## src/rtl/lgrs_pkg.sv

```systemverilog
// ============================================================================
// lgrs_pkg: shared definitions for the Life generation row stepper
// Row geometry, row index limits, the result record and the column mask.
// ============================================================================
package lgrs_pkg;

    // Row geometry and frame limits.
    localparam int ROW_WIDTH   = 64;
    localparam int MAX_ROWS    = 1024;
    localparam int ROW_IDX_W   = 10;
    localparam int GRID_W_W    = 7;
    localparam logic [ROW_IDX_W-1:0] ROW_IDX_MAX = ROW_IDX_W'(MAX_ROWS - 1);
    localparam logic [GRID_W_W-1:0]  GRID_W_RESET = GRID_W_W'(ROW_WIDTH);

    // Life rule constants: birth on three, survival on two or three.
    localparam logic [3:0] BIRTH_COUNT   = 4'd3;
    localparam logic [3:0] SURVIVE_COUNT = 4'd2;

    // Output queue geometry.
    localparam int QUEUE_DEPTH = 4;
    localparam int QUEUE_PTR_W = $clog2(QUEUE_DEPTH);
    localparam int QUEUE_CNT_W = $clog2(QUEUE_DEPTH + 1);

    typedef logic [ROW_WIDTH-1:0] row_t;

    // One result row as it waits in the output queue.
    typedef struct packed {
        row_t                 cells;
        logic [ROW_IDX_W-1:0] row_index;
        logic                 frame_done;
    } result_t;

    // Write request from the stepper into the output queue.
    typedef struct packed {
        logic  [1:0] count;
        result_t     first;
        result_t     second;
    } queue_push_t;

    // Mask with one bit set for each column below the configured width.
    function automatic row_t width_mask(input logic [GRID_W_W-1:0] grid_width);
        row_t m;
        m = '0;
        for (int i = 0; i < ROW_WIDTH; i++)
        begin
            m[i] = (int'(grid_width) > i);
        end
        return m;
    endfunction

endpackage

```

## src/rtl/lgrs_in_if.sv

```systemverilog
// ============================================================================
// lgrs_in_if: input row channel
// Carries one grid row per transaction with a valid/ready handshake.
// ============================================================================
interface lgrs_in_if;
    logic               valid;
    logic               ready;
    lgrs_pkg::row_t     row_cells;
    logic               last_row;

    modport source (output valid, output row_cells, output last_row, input ready);
    modport sink   (input valid, input row_cells, input last_row, output ready);
endinterface

```

## src/rtl/lgrs_out_if.sv

```systemverilog
// ============================================================================
// lgrs_out_if: result row channel
// Carries one next-generation row per transaction with a valid/ready handshake.
// ============================================================================
interface lgrs_out_if;
    logic                               valid;
    logic                               ready;
    lgrs_pkg::row_t                     next_cells;
    logic [lgrs_pkg::ROW_IDX_W-1:0]     out_row_index;
    logic                               frame_done;

    modport source (output valid, output next_cells, output out_row_index,
                    output frame_done, input ready);
    modport sink   (input valid, input next_cells, input out_row_index,
                    input frame_done, output ready);
endinterface

```

## src/rtl/life_generation_row_stepper.sv

```systemverilog
// ============================================================================
// life_generation_row_stepper: one Life generation over a streamed grid
// Takes grid rows top first and returns the next generation row by row.
// ----------------------------------------------------------------------------
// Usage:
//   in_ch carries one grid row per transaction (row_cells, last_row).
//   out_ch carries one next-generation row per transaction with its row
//   index (saturating at MAX_ROWS-1) and frame_done on the bottom row.
//   cfg_wr_en/cfg_wr_data write grid_width; write it only while idle.
//   Each row after the first releases the result for the row above it; a
//   row marked last_row also releases its own result, so unless it is the
//   first row it yields two. Results enter the output queue as the row
//   that releases them is accepted. Throughput: one row per cycle while
//   in_ch.ready is high. Two banks of 64 cell lanes compute both possible
//   result rows in the accept cycle; the queue drains one result per cycle
//   while out_ch.ready is high, so a bottom row's two results leave in turn.
//   Stall: results wait in a four-entry queue; in_ch.ready drops once fewer
//   than two entries are free, and rows are held off until it drains.
//   Reset: the frame restarts empty, the queue is cleared and grid_width
//   returns to 64.
// ============================================================================
module life_generation_row_stepper
(
    input  logic                             clk,
    input  logic                             rst_n,
    input  logic                             cfg_wr_en,
    input  logic [lgrs_pkg::GRID_W_W-1:0]    cfg_wr_data,
    lgrs_in_if.sink                          in_ch,
    lgrs_out_if.source                       out_ch
);

    logic [lgrs_pkg::GRID_W_W-1:0]   grid_width_reg;
    lgrs_pkg::row_t                  row_above_reg;
    lgrs_pkg::row_t                  row_above_next;
    lgrs_pkg::row_t                  row_middle_reg;
    lgrs_pkg::row_t                  row_middle_next;
    logic [lgrs_pkg::ROW_IDX_W-1:0]  rows_seen_reg;
    logic [lgrs_pkg::ROW_IDX_W-1:0]  rows_seen_next;
    logic                            middle_valid_reg;
    logic                            middle_valid_next;

    lgrs_pkg::row_t                  mask;
    lgrs_pkg::row_t                  cur_row;
    lgrs_pkg::row_t                  mid_or_dead;
    lgrs_pkg::row_t                  next_mid_row;
    lgrs_pkg::row_t                  next_cur_row;
    logic [lgrs_pkg::ROW_IDX_W-1:0]  cur_index;
    logic                            accept;
    lgrs_pkg::queue_push_t           push;
    lgrs_pkg::result_t               head;
    logic [lgrs_pkg::QUEUE_CNT_W-1:0] queue_count;

    // Configuration register.
    always_ff @(posedge clk or negedge rst_n)
    begin
        if (!rst_n)
        begin
            grid_width_reg <= lgrs_pkg::GRID_W_RESET;
        end
        else if (cfg_wr_en)
        begin
            grid_width_reg <= cfg_wr_data;
        end
    end

    // Input handshake: room is kept for the two results of a bottom row.
    assign in_ch.ready = (queue_count <= lgrs_pkg::QUEUE_CNT_W'(lgrs_pkg::QUEUE_DEPTH - 2));
    assign accept      = in_ch.valid && in_ch.ready;

    assign mask        = lgrs_pkg::width_mask(grid_width_reg);
    assign cur_row     = in_ch.row_cells & mask;
    assign mid_or_dead = middle_valid_reg ? row_middle_reg : '0;

    // Row index of the incoming row, saturating at the last legal index.
    always_comb
    begin
        if (!middle_valid_reg)
        begin
            cur_index = '0;
        end
        else if (rows_seen_reg == lgrs_pkg::ROW_IDX_MAX)
        begin
            cur_index = rows_seen_reg;
        end
        else
        begin
            cur_index = rows_seen_reg + lgrs_pkg::ROW_IDX_W'(1);
        end
    end

    // Lane bank for the stored middle row, with the new row below it.
    lgrs_row u_mid_row
    (
        .up   (row_above_reg),
        .mid  (row_middle_reg),
        .down (cur_row),
        .mask (mask),
        .next (next_mid_row)
    );

    // Lane bank for the new row itself, with a dead row below the grid.
    lgrs_row u_cur_row
    (
        .up   (mid_or_dead),
        .mid  (cur_row),
        .down ('0),
        .mask (mask),
        .next (next_cur_row)
    );

    // Order the results of this transaction for the queue.
    always_comb
    begin
        push.first.cells       = next_mid_row;
        push.first.row_index   = rows_seen_reg;
        push.first.frame_done  = 1'b0;
        push.second.cells      = next_cur_row;
        push.second.row_index  = cur_index;
        push.second.frame_done = 1'b1;
        push.count             = 2'd0;
        if (accept)
        begin
            if (middle_valid_reg)
            begin
                push.count = in_ch.last_row ? 2'd2 : 2'd1;
            end
            else if (in_ch.last_row)
            begin
                push.first = push.second;
                push.count = 2'd1;
            end
        end
    end

    // Row history update; the bottom row closes the frame.
    always_comb
    begin
        row_above_next    = row_above_reg;
        row_middle_next   = row_middle_reg;
        rows_seen_next    = rows_seen_reg;
        middle_valid_next = middle_valid_reg;
        if (accept)
        begin
            if (in_ch.last_row)
            begin
                row_above_next    = '0;
                row_middle_next   = '0;
                rows_seen_next    = '0;
                middle_valid_next = 1'b0;
            end
            else
            begin
                row_above_next    = mid_or_dead;
                row_middle_next   = cur_row;
                rows_seen_next    = cur_index;
                middle_valid_next = 1'b1;
            end
        end
    end

    always_ff @(posedge clk or negedge rst_n)
    begin
        if (!rst_n)
        begin
            row_above_reg    <= '0;
            row_middle_reg   <= '0;
            rows_seen_reg    <= '0;
            middle_valid_reg <= 1'b0;
        end
        else
        begin
            row_above_reg    <= row_above_next;
            row_middle_reg   <= row_middle_next;
            rows_seen_reg    <= rows_seen_next;
            middle_valid_reg <= middle_valid_next;
        end
    end

    // Output queue.
    lgrs_queue u_queue
    (
        .clk   (clk),
        .rst_n (rst_n),
        .push  (push),
        .pop   (out_ch.valid && out_ch.ready),
        .head  (head),
        .count (queue_count)
    );

    assign out_ch.valid         = (queue_count != '0);
    assign out_ch.next_cells    = head.cells;
    assign out_ch.out_row_index = head.row_index;
    assign out_ch.frame_done    = head.frame_done;

endmodule

```

## src/rtl/lgrs_lane.sv

```systemverilog
// ============================================================================
// lgrs_lane: one cell lane
// Counts the eight neighbors of a cell and applies the B3/S23 rule.
// ============================================================================
module lgrs_lane
(
    input  logic [2:0] up,
    input  logic [2:0] mid,
    input  logic [2:0] down,
    output logic       alive
);

    logic [3:0] neighbors;

    // Sum of the eight cells around the center; the center itself is excluded.
    assign neighbors = {3'b000, up[0]}   + {3'b000, up[1]}   + {3'b000, up[2]}
                     + {3'b000, mid[0]}                      + {3'b000, mid[2]}
                     + {3'b000, down[0]} + {3'b000, down[1]} + {3'b000, down[2]};

    // Birth on three neighbors, survival of a live cell on two.
    assign alive = (neighbors == lgrs_pkg::BIRTH_COUNT)
                || ((neighbors == lgrs_pkg::SURVIVE_COUNT) && mid[1]);

endmodule

```

## src/rtl/lgrs_row.sv

```systemverilog
// ============================================================================
// lgrs_row: one row of cell lanes
// Runs a lane for every column in parallel and merges the lane outputs into
// the next-generation row, cleared outside the configured width.
// ============================================================================
module lgrs_row
(
    input  lgrs_pkg::row_t up,
    input  lgrs_pkg::row_t mid,
    input  lgrs_pkg::row_t down,
    input  lgrs_pkg::row_t mask,
    output lgrs_pkg::row_t next
);

    logic [lgrs_pkg::ROW_WIDTH+1:0] up_pad;
    logic [lgrs_pkg::ROW_WIDTH+1:0] mid_pad;
    logic [lgrs_pkg::ROW_WIDTH+1:0] down_pad;
    lgrs_pkg::row_t                 lane_alive;

    // Masked rows with a dead column on each side of the grid.
    assign up_pad   = {1'b0, up & mask, 1'b0};
    assign mid_pad  = {1'b0, mid & mask, 1'b0};
    assign down_pad = {1'b0, down & mask, 1'b0};

    // One lane per column sees a three by three window.
    for (genvar c = 0; c < lgrs_pkg::ROW_WIDTH; c++)
    begin : g_lane
        lgrs_lane u_lane
        (
            .up    (up_pad[c+2:c]),
            .mid   (mid_pad[c+2:c]),
            .down  (down_pad[c+2:c]),
            .alive (lane_alive[c])
        );
    end

    // Merge: columns at or beyond the width are always dead.
    assign next = lane_alive & mask;

endmodule

```

## src/rtl/lgrs_queue.sv

```systemverilog
// ============================================================================
// lgrs_queue: result queue
// Small register queue that takes up to two results per cycle and hands
// one result per transaction to the output channel.
// ============================================================================
module lgrs_queue
(
    input  logic                                  clk,
    input  logic                                  rst_n,
    input  lgrs_pkg::queue_push_t                 push,
    input  logic                                  pop,
    output lgrs_pkg::result_t                     head,
    output logic [lgrs_pkg::QUEUE_CNT_W-1:0]      count
);

    lgrs_pkg::result_t                  entry_reg [lgrs_pkg::QUEUE_DEPTH];
    logic [lgrs_pkg::QUEUE_PTR_W-1:0]   wr_ptr_reg;
    logic [lgrs_pkg::QUEUE_PTR_W-1:0]   wr_ptr_next;
    logic [lgrs_pkg::QUEUE_PTR_W-1:0]   rd_ptr_reg;
    logic [lgrs_pkg::QUEUE_PTR_W-1:0]   rd_ptr_next;
    logic [lgrs_pkg::QUEUE_CNT_W-1:0]   count_reg;
    logic [lgrs_pkg::QUEUE_CNT_W-1:0]   count_next;

    // Pointer and occupancy update.
    always_comb
    begin
        wr_ptr_next = wr_ptr_reg + lgrs_pkg::QUEUE_PTR_W'(push.count);
        rd_ptr_next = rd_ptr_reg + lgrs_pkg::QUEUE_PTR_W'(pop);
        count_next  = count_reg + lgrs_pkg::QUEUE_CNT_W'(push.count)
                    - lgrs_pkg::QUEUE_CNT_W'(pop);
    end

    always_ff @(posedge clk or negedge rst_n)
    begin
        if (!rst_n)
        begin
            wr_ptr_reg <= '0;
            rd_ptr_reg <= '0;
            count_reg  <= '0;
        end
        else
        begin
            wr_ptr_reg <= wr_ptr_next;
            rd_ptr_reg <= rd_ptr_next;
            count_reg  <= count_next;
        end
    end

    // Result storage; the second result goes to the slot after the first.
    always_ff @(posedge clk)
    begin
        if (push.count != 2'd0)
        begin
            entry_reg[wr_ptr_reg] <= push.first;
        end
        if (push.count == 2'd2)
        begin
            entry_reg[wr_ptr_reg + lgrs_pkg::QUEUE_PTR_W'(1)] <= push.second;
        end
    end

    assign head  = entry_reg[rd_ptr_reg];
    assign count = count_reg;

endmodule

```

## src/flat_wrapper.sv

```systemverilog
// flat-port wrapper written by rule: the top's interface ports become plain ports
module life_generation_row_stepper_flat 
  (clk, rst_n, cfg_wr_en, cfg_wr_data, in_ch_valid, in_ch_row_cells, in_ch_last_row, in_ch_ready, out_ch_valid, out_ch_next_cells, out_ch_out_row_index, out_ch_frame_done, out_ch_ready);
  lgrs_in_if in_ch_i ();
  lgrs_out_if out_ch_i ();
  input  logic clk;
  input  logic rst_n;
  input  logic cfg_wr_en;
  input  logic [lgrs_pkg::GRID_W_W-1:0] cfg_wr_data;
  input wire logic [$bits(in_ch_i.valid)-1:0] in_ch_valid;
  input wire logic [$bits(in_ch_i.row_cells)-1:0] in_ch_row_cells;
  input wire logic [$bits(in_ch_i.last_row)-1:0] in_ch_last_row;
  output wire logic [$bits(in_ch_i.ready)-1:0] in_ch_ready;
  output wire logic [$bits(out_ch_i.valid)-1:0] out_ch_valid;
  output wire logic [$bits(out_ch_i.next_cells)-1:0] out_ch_next_cells;
  output wire logic [$bits(out_ch_i.out_row_index)-1:0] out_ch_out_row_index;
  output wire logic [$bits(out_ch_i.frame_done)-1:0] out_ch_frame_done;
  input wire logic [$bits(out_ch_i.ready)-1:0] out_ch_ready;
  assign in_ch_i.valid = in_ch_valid;
  assign in_ch_i.row_cells = in_ch_row_cells;
  assign in_ch_i.last_row = in_ch_last_row;
  assign in_ch_ready = in_ch_i.ready;
  assign out_ch_valid = out_ch_i.valid;
  assign out_ch_next_cells = out_ch_i.next_cells;
  assign out_ch_out_row_index = out_ch_i.out_row_index;
  assign out_ch_frame_done = out_ch_i.frame_done;
  assign out_ch_i.ready = out_ch_ready;
  life_generation_row_stepper u_core (.clk(clk), .rst_n(rst_n), .cfg_wr_en(cfg_wr_en), .cfg_wr_data(cfg_wr_data), .in_ch(in_ch_i), .out_ch(out_ch_i));
endmodule
```

## config.mk

```make
export PLATFORM = sky130hd
export DESIGN_NAME = life_generation_row_stepper_flat
export DESIGN_NICKNAME = d
export VERILOG_FILES = /design/src/rtl/lgrs_pkg.sv /design/src/rtl/lgrs_in_if.sv /design/src/rtl/lgrs_out_if.sv /design/src/rtl/life_generation_row_stepper.sv /design/src/rtl/lgrs_lane.sv /design/src/rtl/lgrs_row.sv /design/src/rtl/lgrs_queue.sv /design/src/flat_wrapper.sv
export SDC_FILE = /design/constraint.sdc
export NUM_CORES = 2
export LEC_CHECK = 0
export BUFFER_PORTS_ARGS = -buffer_cell sky130_fd_sc_hd__buf_2
export CELL_PAD_IN_SITES_DETAIL_PLACEMENT = 0
export CELL_PAD_IN_SITES_GLOBAL_PLACEMENT = 1
export CORE_MARGIN = 4
export CORE_UTILIZATION = 51
export DETAILED_ROUTE_END_ITERATION = 16
export GPL_ROUTABILITY_DRIVEN = 1
export PLACE_DENSITY = 0.87
export SLEW_MARGIN = 20
export SYNTH_ARGS = -nofsm -noshare
export SYNTH_HDL_FRONTEND = slang
export SYNTH_SLANG_ARGS = --single-unit
```

## constraint.sdc

```tcl
create_clock -name clk -period 5.1 [get_ports clk]
set_clock_uncertainty 0.05 [all_clocks]
set_input_delay 0.765 -clock clk [delete_from_list [all_inputs] [get_ports clk]]
set_output_delay 0.765 -clock clk [all_outputs]
set_load 0.005 [all_outputs]
```

==> impl_metrics.py <==
metrics = {
    "outcome": {
        "status": "finished clean",
    },
    "clock_network": {
        "cts_tree": "done",
        "cts_sinks": 453,
        "htreeDepth": 2,
        "root_buffer": "clkbuf_16",
        "cts_buffers": 53,
        "clockBufferDepth": 3,
        "clk_latency_ns": 0.63,
        "clkTransAtPathRegs_ns": 0.07,
        "cts_hold_buf": 0,
    },
    "detailed_routing": {
        "wl_per_cell_um": 24.0,
        "drt-pass1-iter-count": 6,
        "via_per_inst": 6.15,
        "postRouteAntennaNets": 0,
        "dr_total_vias": 29400,
        "drc_errors": 0,
        "wl_um": 115000,
        "drt_iter0_markers": 3184,
    },
    "grt": {
        "grt_util_met2_pct": 47.2,
        "first_global_vias": 30000,
        "grt-ovfl-total": 0,
        "grt_usage_pct": 29.4,
        "grt_use_met3_pct": 6.64,
        "busiest_layer": "met2",
        "grt_max_degree": 92,
        "grt_pass1_wl_um": 178000,
        "grtUsageMet1_pct": 39.6,
        "antenna_found_initial": 2,
    },
    "flow_run": {
        "drv_cap": 0,
    },
    "final_layout": {
        "fillers": 6059,
        "syn_to_final_growth_pct": 13.0,
        "nets": 4506,
        "instances_no_fill": 4790,
        "drive_above_1_share_pct": 15.7,
        "finalCoreUtilization_pct": 58.2,
        "largest_reg_flops": 300,
    },
    "sta": {
        "fmax_mhz": 203,
        "period_share_pct": 96.5,
        "drv_slew": 0,
        "rsz0062_at_grt": "yes",
        "max-slew-margin-rel_pct": 20.1,
        "worstMarginPinSlew_ns": 1.20,
        "setup_viol": 0,
        "final_hold_viol_count": 0,
        "period_needed_ns": 4.92,
    },
    "die": {
        "core.rowCount": 99,
        "core_region_area_mm2": 0.0730,
        "design.die.area_mm2": 0.0781,
        "die_h_um": 279,
        "dieWidth_um": 279,
        "pin_count": 154,
        "start_util_pct": 51.5,
    },
    "place": {
        "dp.cells": 4685,
        "gp_congestion": 0.968,
        "port_buffers": 153,
        "hpwl_um": 83600,
    },
    "power": {
        "power_density_mw_per_mm2": 470,
        "leakage_nw": 19.6,
        "finalPower_mw": 19.9,
        "peakVddDrop_mv": 0.467,
    },
    "worst_setup_path": {
        "criticalPathCategory": "reg2reg",
        "path_max_fanout": 15,
        "endpoint_kind": "register",
        "worstPathRequired_ns": 5.54,
        "cp-start-kind": "register",
        "rrSetupSlack_ns": 0.18,
        "critPathArrivalTime_ns": 5.36,
    },
    "logic_synthesis": {
        "synth_top_area_share_pct": 23.7,
        "synthesis.yosys.warnings": 0,
        "ys_types": 75,
        "synth-seq-area-share_pct": 34.1,
        "synth_area_leaders": "edfxtp_1, fa_1, ha_1",
        "syn_nets": 4265,
        "yosysTopAreaCell": "edfxtp_1",
        "yosysMostFrequentCell": "inv_1",
        "synth_edf_count": 296,
        "syn_area_per_cell_um2": 10.6,
        "ys_ff_latch": 453,
        "syn_area_mm2": 0.0376,
        "async_reset_ff_share_pct": 33.8,
        "netlist_instances": 3542,
        "synthFlopType": "edfxtp_1",
        "synth_common_cells": "inv_1, nand2_1, fa_1",
    },
    "min_path": {
        "hp-class": "in2async",
    },
}
-- final cells by class --
cell class	instances	area (µm²)	area share, %
Clock buffer	69	1440	3.38
Timing Repair Buffer	335	2360	5.56
Antenna cell	3	7.51	0.0177
Multi-Input combinational cell	2427	22400	52.7
Tap cell	959	1200	2.83
Clock inverter	31	322	0.758
Inverter	513	1930	4.54
Sequential cell	453	12800	30.2
-- timing repair --
item	in CTS	in global routing
resized for setup	0	36
setup buffers	0	1
setup endpoints to repair	0	98
-- logic make-up after synthesis --
kind of cell	Yosys count	share of synthesized area, %
AND/OR/NAND/NOR	839	11.1
multiplexers	82	4.70
buffers and inverters	662	6.86
AO/OA/AOI/OAI	798	13.8
XOR/XNOR	62	1.45
flip-flops	453	34.1
adder cells (fa/ha/maj)	646	28.0
-- power breakdown --
part	internal (mW)	switching [mW]	leakage (nW)	total [mW]
Clock	2.25	1.66	0.855	3.91
Combinational	4.23	6.41	13.8	10.6
Sequential	4.57	0.809	4.94	5.38
Total	11.1	8.88	19.6	19.9
-- worst paths after layout --
kind | startpoint | to | depth (start not counted)
setup / recovery | u_core.grid_width_reg[6] | u_core.u_queue.entry_reg[3][39] | 16
hold / removal | rst_n | u_core.row_middle_reg[9] | 1
setup reg to reg | u_core.grid_width_reg[6] | u_core.u_queue.entry_reg[3][39] | 16
hold reg to reg | u_core.u_queue.entry_reg[0][0] | u_core.u_queue.entry_reg[0][0] | 2
max in group asynchronous | rst_n | u_core.row_above_reg[32] | 2
min in group clk | in_ch_row_cells[35] | u_core.row_middle_reg[35] | 2
-- critical path, cell delays in order, from the launching register on --
cell,delay (ns)
dfstp_4,0.76
nor2_1,0.14
buf_4,0.20
o21ai_1,0.22
nand2_1,0.18
xor2_1,0.17
ha_1,0.29
inv_1,0.06
fa_1,0.47
fa_1,0.53
inv_1,0.05
ha_1,0.21
fa_1,0.39
or2_2,0.30
a21oi_1,0.46
a22oi_1,0.18
nor2_1,0.13
-- metrics by stage --
| step | hold slack, ns | TNS (ns) | cell area [µm²] | setup WS [ns] |
|---|---|---|---|---|
| global placement | 0.420 | 0 | 40500 | 0.132 |
| floorplan | 0.400 | 0 | 37600 | 0.479 |
| global route | 0.0489 | -0.0301 | 42400 | -0.0127 |
| CTS | 0.290 | 0 | 42300 | 0.0222 |
| detailed placement | 0.426 | 0 | 40500 | 0.0527 |
| finish | 0.0378 | 0 | 42400 | 0.179 |
-- per-layer routing --
layer  vias to the layer above  wire (µm)
met3                       257      11400
met2                      1491      53400
met1                     14600      45600
met5                         -         13
met4                         2       4720
li1                      13100          -
-- cells in the final DEF (no fill, tap or decap), drive strengths merged, types with 6 or more instances in the layout --
cell / synthesis / routed
o21bai: 62 / 62
inv: 513 / 515
or2: 33 / 33
a21o: 12 / 12
a32oi: 6 / 6
a31oi: 12 / 12
nand2: 334 / 334
ha: 322 / 322
mux4: 75 / 75
and3: 6 / 6
o22ai: 199 / 199
edfxtp: 296 / 296
o32ai: 14 / 14
dfrtp: 152 / 152
nand3b: 10 / 10
nand4b: 38 / 38
buf: 65 / 335
a211oi: 15 / 15
clkinv: 0 / 20
xor2: 41 / 41
nand3: 150 / 150
xnor2: 21 / 21
o211ai: 13 / 13
or3: 9 / 9
o2111ai: 29 / 29
nor3: 13 / 13
nand4: 9 / 9
nor2: 100 / 100
nand2b: 66 / 66
o21ai: 194 / 194
mux2: 6 / 6
and2: 19 / 19
a22oi: 38 / 38
clkbuf: 84 / 69
nor3b: 16 / 16
fa: 324 / 324
a22o: 73 / 73
a21oi: 111 / 111
nor2b: 22 / 22
Note: power is estimated with default switching activity, not from simulation.
